### src/rtl/cse_pkg.sv
// Shared types, constants and helper functions of the C string escape encoder.
// Used by every design module of the encoder (not by cse_checker); depends on nothing else.
package cse_pkg;

	localparam int BYTE_W      = 8;
	localparam int LIMIT_W     = 16;
	localparam int OUT_COUNT_W = 16;
	localparam int SPEC_W      = 64;
	localparam int SCNT_W      = 4;
	localparam int SEQ_MAX     = 4;
	localparam int LEN_W       = 3;
	localparam int ADDR_W      = 5;
	localparam int APB_DATA_W  = 64;
	localparam int OUT_DATA_W  = OUT_COUNT_W + BYTE_W;

	localparam logic [LIMIT_W-1:0] LIMIT_RESET = 16'd255;

	localparam logic [BYTE_W-1:0] CH_BSLASH  = 8'h5c;
	localparam logic [BYTE_W-1:0] CH_X       = 8'h78;
	localparam logic [BYTE_W-1:0] CH_NUL     = 8'h00;
	localparam logic [BYTE_W-1:0] CTRL_LIMIT = 8'd32;
	localparam logic [BYTE_W-1:0] ASCII_TOP  = 8'h7f;

	localparam logic [LEN_W-1:0] LEN_PLAIN = 3'd1;
	localparam logic [LEN_W-1:0] LEN_PAIR  = 3'd2;
	localparam logic [LEN_W-1:0] LEN_HEX   = 3'd4;

	typedef enum logic [1:0] {
		REG_OUT_LIMIT,
		REG_SPECIAL_CHARS,
		REG_SPECIAL_COUNT,
		REG_ESCAPE_HIGH
	} reg_idx_t;

	typedef struct packed {
		logic [LIMIT_W-1:0] out_limit;
		logic [SPEC_W-1:0]  special_chars;
		logic [SCNT_W-1:0]  special_count;
		logic               escape_high;
	} cfg_t;

	// Characters that encode one input byte, first character in entry 0.
	typedef struct packed {
		logic [SEQ_MAX-1:0][BYTE_W-1:0] seq;
		logic [LEN_W-1:0]               len;
	} enc_t;

	// Letter of the short escape form, or zero when the byte has none.
	function automatic logic [BYTE_W-1:0] letter_of(input logic [BYTE_W-1:0] b);
		logic [BYTE_W-1:0] l;
		unique case (b)
			8'd0:  l = 8'h30; // '0'
			8'd7:  l = 8'h61; // 'a'
			8'd8:  l = 8'h62; // 'b'
			8'd27: l = 8'h65; // 'e'
			8'd12: l = 8'h66; // 'f'
			8'd10: l = 8'h6e; // 'n'
			8'd13: l = 8'h72; // 'r'
			8'd9:  l = 8'h74; // 't'
			8'd11: l = 8'h76; // 'v'
			8'd92: l = 8'h5c; // backslash
			default: l = CH_NUL;
		endcase
		return l;
	endfunction

	// Lower-case hex digit of a nibble.
	function automatic logic [BYTE_W-1:0] hex_digit(input logic [3:0] n);
		logic [BYTE_W-1:0] d;
		if (n < 4'd10) begin
			d = 8'h30 + {4'h0, n};
		end else begin
			d = 8'h57 + {4'h0, n};
		end
		return d;
	endfunction

endpackage

### src/rtl/cse_encode.sv
// Classifies one byte and builds the character sequence that encodes it.
// Purely combinational; depends on cse_pkg.
module cse_encode #(
	parameter int MAX_SPECIAL = 8
) (
	input  cse_pkg::cfg_t      cfg,
	input  logic [7:0]         in_byte,
	output cse_pkg::enc_t      enc
);
	import cse_pkg::*;

	logic              special;
	logic              needs_escape;
	logic [BYTE_W-1:0] letter;

	always_comb begin
		special = 1'b0;
		for (int i = 0; i < MAX_SPECIAL; i++) begin
			if (i < int'(cfg.special_count) && in_byte == cfg.special_chars[8*i +: 8]) begin
				special = 1'b1;
			end
		end
		// A zero byte never counts as special.
		special = special && (in_byte != CH_NUL);
	end

	assign letter       = letter_of(in_byte);
	assign needs_escape = (in_byte < CTRL_LIMIT) || (in_byte == CH_BSLASH) ||
		(cfg.escape_high && (in_byte > ASCII_TOP));

	always_comb begin
		enc.seq = '0;
		enc.len = LEN_PLAIN;
		if (special) begin
			enc.seq[0] = CH_BSLASH;
			enc.seq[1] = in_byte;
			enc.len    = LEN_PAIR;
		end else if (needs_escape) begin
			enc.seq[0] = CH_BSLASH;
			if (letter != CH_NUL) begin
				enc.seq[1] = letter;
				enc.len    = LEN_PAIR;
			end else begin
				enc.seq[1] = CH_X;
				enc.seq[2] = hex_digit(in_byte[7:4]);
				enc.seq[3] = hex_digit(in_byte[3:0]);
				enc.len    = LEN_HEX;
			end
		end else begin
			enc.seq[0] = in_byte;
		end
	end

endmodule

### src/rtl/cse_expand.sv
// Input register, per-character sequencer with count and limit tracking, and result register.
// Depends on cse_pkg and cse_encode.
module cse_expand #(
	parameter int MAX_SPECIAL = 8,
	parameter int COUNT_WIDTH = 16
) (
	input  logic                clk,
	input  logic                arst_n,
	input  cse_pkg::cfg_t       cfg,
	input  logic                s_tvalid,
	output logic                s_tready,
	input  logic [7:0]          s_byte,
	input  logic                s_last,
	output logic                m_tvalid,
	input  logic                m_tready,
	output logic [7:0]          m_char,
	output logic                m_end,
	output logic [15:0]         m_count
);
	import cse_pkg::*;

	localparam int CMP_W = (COUNT_WIDTH > LIMIT_W) ? COUNT_WIDTH : LIMIT_W;

	logic                   valid_s1;
	logic [BYTE_W-1:0]      byte_s1;
	logic                   last_s1;
	logic [LEN_W-1:0]       idx_q;
	logic [COUNT_WIDTH-1:0] cw_q;
	logic                   drop_q;
	logic                   out_valid_q;
	logic [BYTE_W-1:0]      out_char_q;
	logic                   out_end_q;
	logic [OUT_COUNT_W-1:0] out_count_q;

	enc_t             enc;
	logic [CMP_W-1:0] cw_ext, cw_inc, lim_ext, cmax, lim;
	logic             chars_left, emit_char, emit_term, produce, hit_limit, chars_done;
	logic             out_free, advance, item_done, finish;

	cse_encode #(.MAX_SPECIAL(MAX_SPECIAL)) u_encode (
		.cfg     (cfg),
		.in_byte (byte_s1),
		.enc     (enc)
	);

	always_comb begin
		cw_ext     = CMP_W'(cw_q);
		cw_inc     = cw_ext + CMP_W'(1);
		lim_ext    = CMP_W'(cfg.out_limit);
		cmax       = CMP_W'({COUNT_WIDTH{1'b1}});
		lim        = (lim_ext > cmax) ? cmax : lim_ext;
		chars_left = idx_q < enc.len;
		emit_char  = valid_s1 && !drop_q && chars_left && (cw_ext < lim);
		hit_limit  = cw_inc >= lim;
		chars_done = ((idx_q + LEN_W'(1)) == enc.len) || hit_limit;
		emit_term  = valid_s1 && !emit_char && last_s1;
		produce    = emit_char || emit_term;
		out_free   = !out_valid_q || m_tready;
		advance    = valid_s1 && (!produce || out_free);
		item_done  = !emit_char || (chars_done && !last_s1);
		finish     = advance && item_done;
		s_tready   = !valid_s1 || finish;
	end

	always_ff @(posedge clk or negedge arst_n) begin
		if (!arst_n) begin
			valid_s1 <= 1'b0;
		end else if (s_tvalid && s_tready) begin
			valid_s1 <= 1'b1;
		end else if (finish) begin
			valid_s1 <= 1'b0;
		end
	end

	always_ff @(posedge clk) begin
		if (s_tvalid && s_tready) begin
			byte_s1 <= s_byte;
			last_s1 <= s_last;
		end
	end

	always_ff @(posedge clk or negedge arst_n) begin
		if (!arst_n) begin
			idx_q  <= '0;
			cw_q   <= '0;
			drop_q <= 1'b0;
		end else if (advance) begin
			if (emit_char) begin
				cw_q   <= cw_q + COUNT_WIDTH'(1);
				drop_q <= hit_limit;
				idx_q  <= finish ? '0 : idx_q + LEN_W'(1);
			end else if (last_s1) begin
				cw_q   <= '0;
				drop_q <= 1'b0;
				idx_q  <= '0;
			end else begin
				// Limit already reached before a pending character: start dropping.
				drop_q <= drop_q || chars_left;
				idx_q  <= '0;
			end
		end
	end

	always_ff @(posedge clk or negedge arst_n) begin
		if (!arst_n) begin
			out_valid_q <= 1'b0;
		end else if (produce && advance) begin
			out_valid_q <= 1'b1;
		end else if (m_tready) begin
			out_valid_q <= 1'b0;
		end
	end

	always_ff @(posedge clk) begin
		if (produce && advance) begin
			out_char_q  <= emit_char ? enc.seq[idx_q[1:0]] : CH_NUL;
			out_end_q   <= emit_term;
			out_count_q <= emit_term ? cw_ext[OUT_COUNT_W-1:0] : '0;
		end
	end

	assign m_tvalid = out_valid_q;
	assign m_char   = out_char_q;
	assign m_end    = out_end_q;
	assign m_count  = out_count_q;

endmodule

### src/rtl/cse_regs.sv
// APB-style configuration registers of the escape encoder.
// Depends on cse_pkg.
module cse_regs (
	input  logic                               clk,
	input  logic                               arst_n,
	input  logic                               psel,
	input  logic                               penable,
	input  logic                               pwrite,
	input  logic [cse_pkg::ADDR_W-1:0]         paddr,
	input  logic [cse_pkg::APB_DATA_W-1:0]     pwdata,
	output logic [cse_pkg::APB_DATA_W-1:0]     prdata,
	output logic                               pready,
	output cse_pkg::cfg_t                      cfg
);
	import cse_pkg::*;

	reg_idx_t sel;
	cfg_t     cfg_q;
	logic     wr_en;

	assign sel    = reg_idx_t'(paddr[4:3]);
	assign pready = 1'b1;
	assign wr_en  = psel && penable && pwrite && pready;

	always_ff @(posedge clk or negedge arst_n) begin
		if (!arst_n) begin
			cfg_q.out_limit     <= LIMIT_RESET;
			cfg_q.special_chars <= '0;
			cfg_q.special_count <= '0;
			cfg_q.escape_high   <= 1'b0;
		end else if (wr_en) begin
			unique case (sel)
				REG_OUT_LIMIT:     cfg_q.out_limit     <= pwdata[LIMIT_W-1:0];
				REG_SPECIAL_CHARS: cfg_q.special_chars <= pwdata[SPEC_W-1:0];
				REG_SPECIAL_COUNT: cfg_q.special_count <= pwdata[SCNT_W-1:0];
				REG_ESCAPE_HIGH:   cfg_q.escape_high   <= pwdata[0];
				default: ;
			endcase
		end
	end

	always_comb begin
		unique case (sel)
			REG_OUT_LIMIT:     prdata = APB_DATA_W'(cfg_q.out_limit);
			REG_SPECIAL_CHARS: prdata = APB_DATA_W'(cfg_q.special_chars);
			REG_SPECIAL_COUNT: prdata = APB_DATA_W'(cfg_q.special_count);
			REG_ESCAPE_HIGH:   prdata = APB_DATA_W'(cfg_q.escape_high);
			default:           prdata = '0;
		endcase
	end

	assign cfg = cfg_q;

endmodule

### src/rtl/c_string_escape_encoder.sv
// Top level of the C string escape encoder: configuration port and stream datapath.
// Depends on cse_pkg, cse_regs, cse_expand (and cse_encode below it).
//
// The encoder turns a byte stream into a C-style escaped character stream. Each
// input word carries one byte in tdata[7:0]; tlast marks the last byte of a
// string. A nonzero byte found among the first special_count entries of
// special_chars comes out as a backslash and the byte itself; control bytes,
// backslash and (with escape_high set) bytes above 0x7f come out as a backslash
// and a letter where a short form exists, else as backslash, x and two lower-case
// hex digits; all other bytes pass unchanged. No more than out_limit characters
// are sent per string; after that, bytes are dropped until tlast. The byte
// marked by tlast is followed by a terminator word with a zero character,
// tlast set and the character count in tdata[23:8]. The result register emits
// one character per cycle while the output is not stalled: a plain byte gives one
// character, a short escape two, a hex escape four, and a terminator one more, so
// plain text streams at one byte per clock while the output is ready, and escapes
// stall the input for their extra characters. A dropped byte that is not last
// produces nothing. An accepted byte waits in the input register, and its characters
// are built combinationally and registered in the result register. A byte is
// taken while a finished character still waits on the output. Registers sit at
// byte addresses 0 (out_limit), 8 (special_chars), 16 (special_count) and 24
// (escape_high); change them only while the block is idle.
module c_string_escape_encoder #(
	parameter int MAX_SPECIAL = 8,
	parameter int COUNT_WIDTH = 16
) (
	input  logic        clk,
	input  logic        arst_n,
	// Input stream.
	input  logic        s_tvalid,
	output logic        s_tready,
	input  logic [7:0]  s_tdata,   // [7:0] in_byte
	input  logic        s_tlast,   // last_in
	// Output stream.
	output logic        m_tvalid,
	input  logic        m_tready,
	output logic [23:0] m_tdata,   // [7:0] out_char, [23:8] out_count
	output logic        m_tlast,   // string_end
	// Configuration port.
	input  logic        psel,
	input  logic        penable,
	input  logic        pwrite,
	input  logic [4:0]  paddr,
	input  logic [63:0] pwdata,
	output logic [63:0] prdata,
	output logic        pready
);
	import cse_pkg::*;

	cfg_t                   cfg;
	logic [BYTE_W-1:0]      out_char;
	logic [OUT_COUNT_W-1:0] out_count;

	cse_regs u_regs (
		.clk     (clk),
		.arst_n  (arst_n),
		.psel    (psel),
		.penable (penable),
		.pwrite  (pwrite),
		.paddr   (paddr),
		.pwdata  (pwdata),
		.prdata  (prdata),
		.pready  (pready),
		.cfg     (cfg)
	);

	// The sequencer holds one byte at a time and walks its escape sequence,
	// counting characters against the limit.
	cse_expand #(
		.MAX_SPECIAL (MAX_SPECIAL),
		.COUNT_WIDTH (COUNT_WIDTH)
	) u_expand (
		.clk      (clk),
		.arst_n   (arst_n),
		.cfg      (cfg),
		.s_tvalid (s_tvalid),
		.s_tready (s_tready),
		.s_byte   (s_tdata),
		.s_last   (s_tlast),
		.m_tvalid (m_tvalid),
		.m_tready (m_tready),
		.m_char   (out_char),
		.m_end    (m_tlast),
		.m_count  (out_count)
	);

	assign m_tdata = {out_count, out_char};

endmodule

### config.mk
export PLATFORM = sky130hd
export DESIGN_NAME = c_string_escape_encoder
export DESIGN_NICKNAME = d
export VERILOG_FILES = /design/src/rtl/cse_pkg.sv /design/src/rtl/cse_encode.sv /design/src/rtl/cse_expand.sv /design/src/rtl/cse_regs.sv /design/src/rtl/c_string_escape_encoder.sv
export SDC_FILE = /design/constraint.sdc
export NUM_CORES = 1
export LEC_CHECK = 0
export BUFFER_PORTS_ARGS = -buffer_cell sky130_fd_sc_hd__buf_2
export CAP_MARGIN = 20
export CORE_MARGIN = 4
export CORE_UTILIZATION = 39
export DETAILED_ROUTE_END_ITERATION = 10
export PLACE_DENSITY = 0.71
export REMOVE_ABC_BUFFERS = 1
export SYNTH_ARGS = -nofsm -noshare
export SYNTH_HDL_FRONTEND = slang
export SYNTH_SLANG_ARGS = --single-unit
### constraint.sdc
create_clock -name clk -period 10.3 [get_ports clk]
set_input_delay 1.545 -clock clk [delete_from_list [all_inputs] [get_ports clk]]
set_output_delay 1.545 -clock clk [all_outputs]
set_load 0.01 [all_outputs]
# Word level (Yosys, flattened, before mapping)
# Index checks and enable logic that the tools add are counted.
# classes
n_reduce_logical,49
n_eq_ne,21
n_addsub,6
order_cmp,17
n_mux,33
# op_table
op,count
case mux 64 bit (4 select lines),1
2-to-1 mux 16 bit,5
case mux 7 bit (10 select lines),1
== test 8 bit,8
"== test 8 x 4 -> 1 bit, second input constant",6
2-to-1 mux 8 bit,5
2-to-1 mux 24 bit,1
logical AND 1 bit,22
2-to-1 mux 19 bit,1
"adder 16 x 1 -> 16 bit, second input constant",1
"adder 7 x 4 -> 8 bit, first input constant",2
binary-select mux 8 bit (select 2 bit),1
greater-or-equal comparator 16 bit,1
"> comparator 16 bit, second input constant",1
< comparator 16 bit,1
"< comparator 3 x 4 -> 1 bit, first input constant",4
nonzero test 8 bit,2
"adder 6 x 4 -> 7 bit, first input constant",2
2-to-1 mux 1 bit,14
2-to-1 mux 3 bit,4
AND reduction 2 bit,5
logical OR 1 bit,9
"== test 8 x 3 -> 1 bit, second input constant",1
"== test 8 x 5 -> 1 bit, second input constant",1
other kinds (16),27
# totals
wordCells,140
register_bits,141
output_inout_bits,92

# Longest topological paths before layout
# logic_depth
word_depth,26
ltp_mapped,21
depth_no_buf,17

# Hierarchy
# Synthesis repeated with hierarchy kept, for this count alone.
# hier_totals
cells_unflattened,842
hier_area_um2,9073.7
# modules_own_cells
module,area_per_inst_um2,instances,cells_each
cse_regs,3837.4,1,279
cse_expand,3613.5,1,337
cse_encode,1622.8,1,226

# Worst setup path before layout
# Ideal clock, no wire load.
# synth_path
kind,register -> output
startpoint,register u_expand.byte_s1[1]
endpoint,output port s_tready
t_required_ns,8.755
path_slack_ns,5.125
t_arrival_ns,3.630
stages_incl_launch_ff,19
cell_sequence,edfxtp_1 > buf_6 > xor2_2 > nor4_4 > a22o_1 > o21ai_1 > a41o_1 > a21o_1 > buf_6 > and2_1 > ha_1 > nor2b_1 > o21ai_1 > nand3b_1 > or3_1 > a211oi_4 > inv_1 > a221oi_2 > o211ai_2
# synth_via
elab_chain_len,24
# synth_lines
item,line_no,text
from (decl),cse_expand.sv:25,logic [BYTE_W-1:0] byte_s1;
from (signal assigned),cse_expand.sv:77,byte_s1 <= s_byte;
== test 8 bit,cse_encode.sv:19,if (i < int'(cfg.special_count) && in_byte == cfg.special_chars[8*i +: 8]) begin
logical AND 1 bit,cse_encode.sv:19,
2-to-1 mux 1 bit (8 in a row),cse_encode.sv:19,
logical AND 1 bit,cse_encode.sv:24,special = special && (in_byte != CH_NUL);
2-to-1 mux 19 bit (*),cse_encode.sv:34,if (special) begin
< comparator 3 bit,cse_expand.sv:52,chars_left = idx_q < enc.len;
logical AND 1 bit (2 in a row),cse_expand.sv:53,emit_char = valid_s1 && !drop_q && chars_left && (cw_ext < lim);
zero test 1 bit,"cse_expand.sv:56, cse_expand.sv:60",
logical AND 1 bit (2 in a row),cse_expand.sv:56,emit_term = valid_s1 && !emit_char && last_s1;
logical OR 1 bit,cse_expand.sv:57,produce = emit_char || emit_term;
zero test 1 bit,cse_expand.sv:59,advance = valid_s1 && (!produce || out_free);
logical OR 1 bit,cse_expand.sv:59,
logical AND 1 bit,cse_expand.sv:59,
logical AND 1 bit (*),cse_expand.sv:61,finish = advance && item_done;
logical OR 1 bit (*),cse_expand.sv:62,s_tready = !valid_s1 || finish;
to (decl),c_string_escape_encoder.sv:31,"output logic s_tready,"
# Every way passes the cells marked *; elsewhere a longest branch is shown, timed or not.

# Worst setup path in the final report
# layout_path
startpoint,register u_expand.byte_s1[2]
endpoint,output port s_tready
# Same word-level chain as after synthesis.

==> flow_summary_export.csv <==
group,metric,value,unit
power_and_ir_drop,total_power,0.00200,W
layout,final_cell_mix,"buf_2 (171), dfrtp_1 (99), mux2_2 (70), and2_1 (67)",
yosys,ys_ff_latch,141,
yosys,synth-edff-count,34,
clocking,clk_latency,420,ps
yosys,synth_simple_gate_area_share,16.2,%
worst_setup_path,worstPathArrival,5590,ps
yosys,yosysWarningCount,0,
floorplan,rows,54,
worst_setup_path,crit_required,8760,ps
worst_hold_path,hp-class,"reg -> reg",
power_and_ir_drop,power_density,195,nW/um2
yosys,synthDominantCellAreaShare,28.6,%
floorplan,die_h,157,um
placed_design,placed_cells_incl_taps,1223,
clocking,cts_tree,"done",
run,maxCapViolCount,0,
worst_setup_path,crit_path_end_kind,"output port",
yosys,synthDistinctLibCells,78,
yosys,synthMuxAreaShare,11.5,%
yosys,synthArstFlopShare,75.9,%
clocking,cts_resized,0,
yosys,ys_seq_area_share,42.9,%
power_and_ir_drop,peakVddDrop,98.7,uV
yosys,synth_largest_area_cell,"dfrtp_1",
grt,antenna_found_initial,4,
floorplan,die_area,24600,um2
timing,finalSetupTns,0,ps
power_and_ir_drop,leakagePower,4.76,nW
placed_design,port_buffers,172,
placed_design,gp_congestion,0.851,
grt,grt_pass1_wl,35500,um
layout,stdcell_count,1256,
grt,overflow,0,
yosys,synth_ff_type,"dfrtp_1",
layout,fin_util,47.0,%
clocking,numCtsBuffers,17,
routing,firstDrtPassIters,5,
floorplan,io_pins,177,
yosys,synth_top_family_by_area,"simple AND/OR/NAND/NOR gates",
clocking,clk_pin_slew,70,ps
layout,area.growth.synth_to_final,18.5,%
grt,grt_max_degree,68,
floorplan,die_w,157,um
timing,finalSetupViolations,0,
routing,routed_wirelength,22400,um
worst_setup_path,worstPathMaxFanout,24,
worst_setup_path,cp-start-kind,"flop",
timing,slew_violations,0,
clocking,cts_hold_buffers,0,
timing,final_hold_viol_count,0,
yosys,postSynthCellCount,809,
timing,skew,8.30,ps
timing,relSlewSlack,24.3,%
timing,fmax,140,MHz
worst_setup_path,critPathKind,"reg -> out",
layout,nets,1091,
layout,drive_gt1_share,32.6,%
routing,wl_per_cell,17.8,um
grt,grt_pass1_vias,6721,
yosys,synth.area.top_cells,"dfrtp_1 (29%), edfxtp_1 (12%), mux2_2 (9.1%)",
clocking,cts_sinks,141,
yosys,synth-xor-area-share,8.36,%
yosys,synth-compound-area-share,10.3,%
grt,grt_use_total,18.3,%
placed_design,dp_hpwl,16200,um
clocking,cts_root_buf,"clkbuf_16",
yosys,synthAdderAreaFrac,6.36,%
clocking,cts_max_path_buffers,2,
yosys,synth_area,8650,um2
layout,final_common_cell,"buf_2",
yosys,syn_avg_cell_area,10.7,um2
timing,post-route-period-util,69.3,%
clocking,cts.htree.levels,4,
timing,rsz0062_at_grt,"false",
outcome,outcome,"finished clean",
floorplan,core,21800,um2
routing,drt_iter0_drc,296,
routing,drcViolationCount,0,
clocking,cts_setup_buffers,0,
routing,ant_nets,0,
routing,vias,6643,
timing,worstMarginPinSlew,1140,ps
timing,post-route-min-period,7140,ps
floorplan,start_util,39.6,%
routing,via_per_inst,5.29,
## power by group
part / switching [W] / internal [W]
Sequential: 0.000120 / 0.000703
Combinational: 0.000300 / 0.000254
Clock: 0.000253 / 0.000371
## through the flow
step                      worst slack (ps)  hold slack (ps)  area (um2)
after floorplan                       3160              488        8380
after global routing                  2800              560       10300
after detailed placement              3690              506        9660
after global placement                3750              490        9650
final                                 3160              509       10300
after CTS                             3190              522       10300
## cells in the mapped netlist, drive strengths merged (12+ instances only)
cell    number
nor2        44
edfxtp      34
clkbuf      27
nand4       13
o21ai       56
xor2        34
nand3       15
and2        67
xnor2       46
a21oi       24
nand2       45
nor4        12
inv         28
dfrtp       99
nand2b      12
buf         18
mux2        70
ha          44
mux2i       18
## critical path: stages (launching register included)
cell	delay, ps
edfxtp_1	1100
xor2_1	130
nor4_1	500
a211oi_1	140
a41o_1	320
a21o_1	340
and2_1	210
ha_1	260
nor2b_1	130
o21ai_1	110
nand3b_1	120
or3_1	370
a211oi_4	630
inv_1	130
a221oi_2	360
o211ai_2	150
buf_2	170
## per-layer routing
metal	GRT usage, %	part of all wire (%)	vias to the layer above
li1	-	-	3146
met1	23.9	44	3293
met2	30.6	49	167
met3	4.21	4.9	31
met4	4.88	1.6	6
met5	0	0.15	-
## worst paths after layout
path,start,end,slack [ps],depth (start not counted)
hold reg to reg,u_expand.m_tvalid,u_expand.m_tvalid,510,2
hold / removal,u_expand.m_tvalid,u_expand.m_tvalid,510,2
setup / recovery,u_expand.byte_s1[2],s_tready,3160,16
setup reg to reg,u_expand.byte_s1[2],u_expand.m_char[2],4430,14
max in group asynchronous,arst_n,u_expand.cw_ext[6],7880,2
min in group asynchronous,arst_n,u_regs.cfg[59],1100,1
## cells by family after synthesis
| group | count (synthesis) |
|---|---|
| other | 1 |
| flip-flops | 141 |
| buffers and inverters | 73 |
| XOR/XNOR | 80 |
| AO/OA/AOI/OAI | 134 |
| adder cells (fa/ha/maj) | 44 |
| AND/OR/NAND/NOR | 247 |
| multiplexers | 89 |
## sequential cells by signal, indices dropped and copies added, names as in the netlist
name	cells
u_regs.cfg	85
u_expand.cw_ext	16
u_expand.m_count	16
u_expand.byte_s1	8
u_expand.m_char	8
u_expand.idx_q	3
u_expand.drop_q	1
u_expand.last_s1	1
u_expand.m_end	1
u_expand.m_tvalid	1
u_expand.valid_s1	1
## final cells by class
class / count / area (um2)
antenna: 1 / 2.50
clock buffer: 22 / 497
clock inverter: 10 / 98.8
fill: 2019 / 11600
inverter: 28 / 105
multi-input combinational: 595 / 4580
sequential: 141 / 3710
tap: 280 / 350
timing repair buffer: 179 / 916
(Power assumes the default switching activity.)
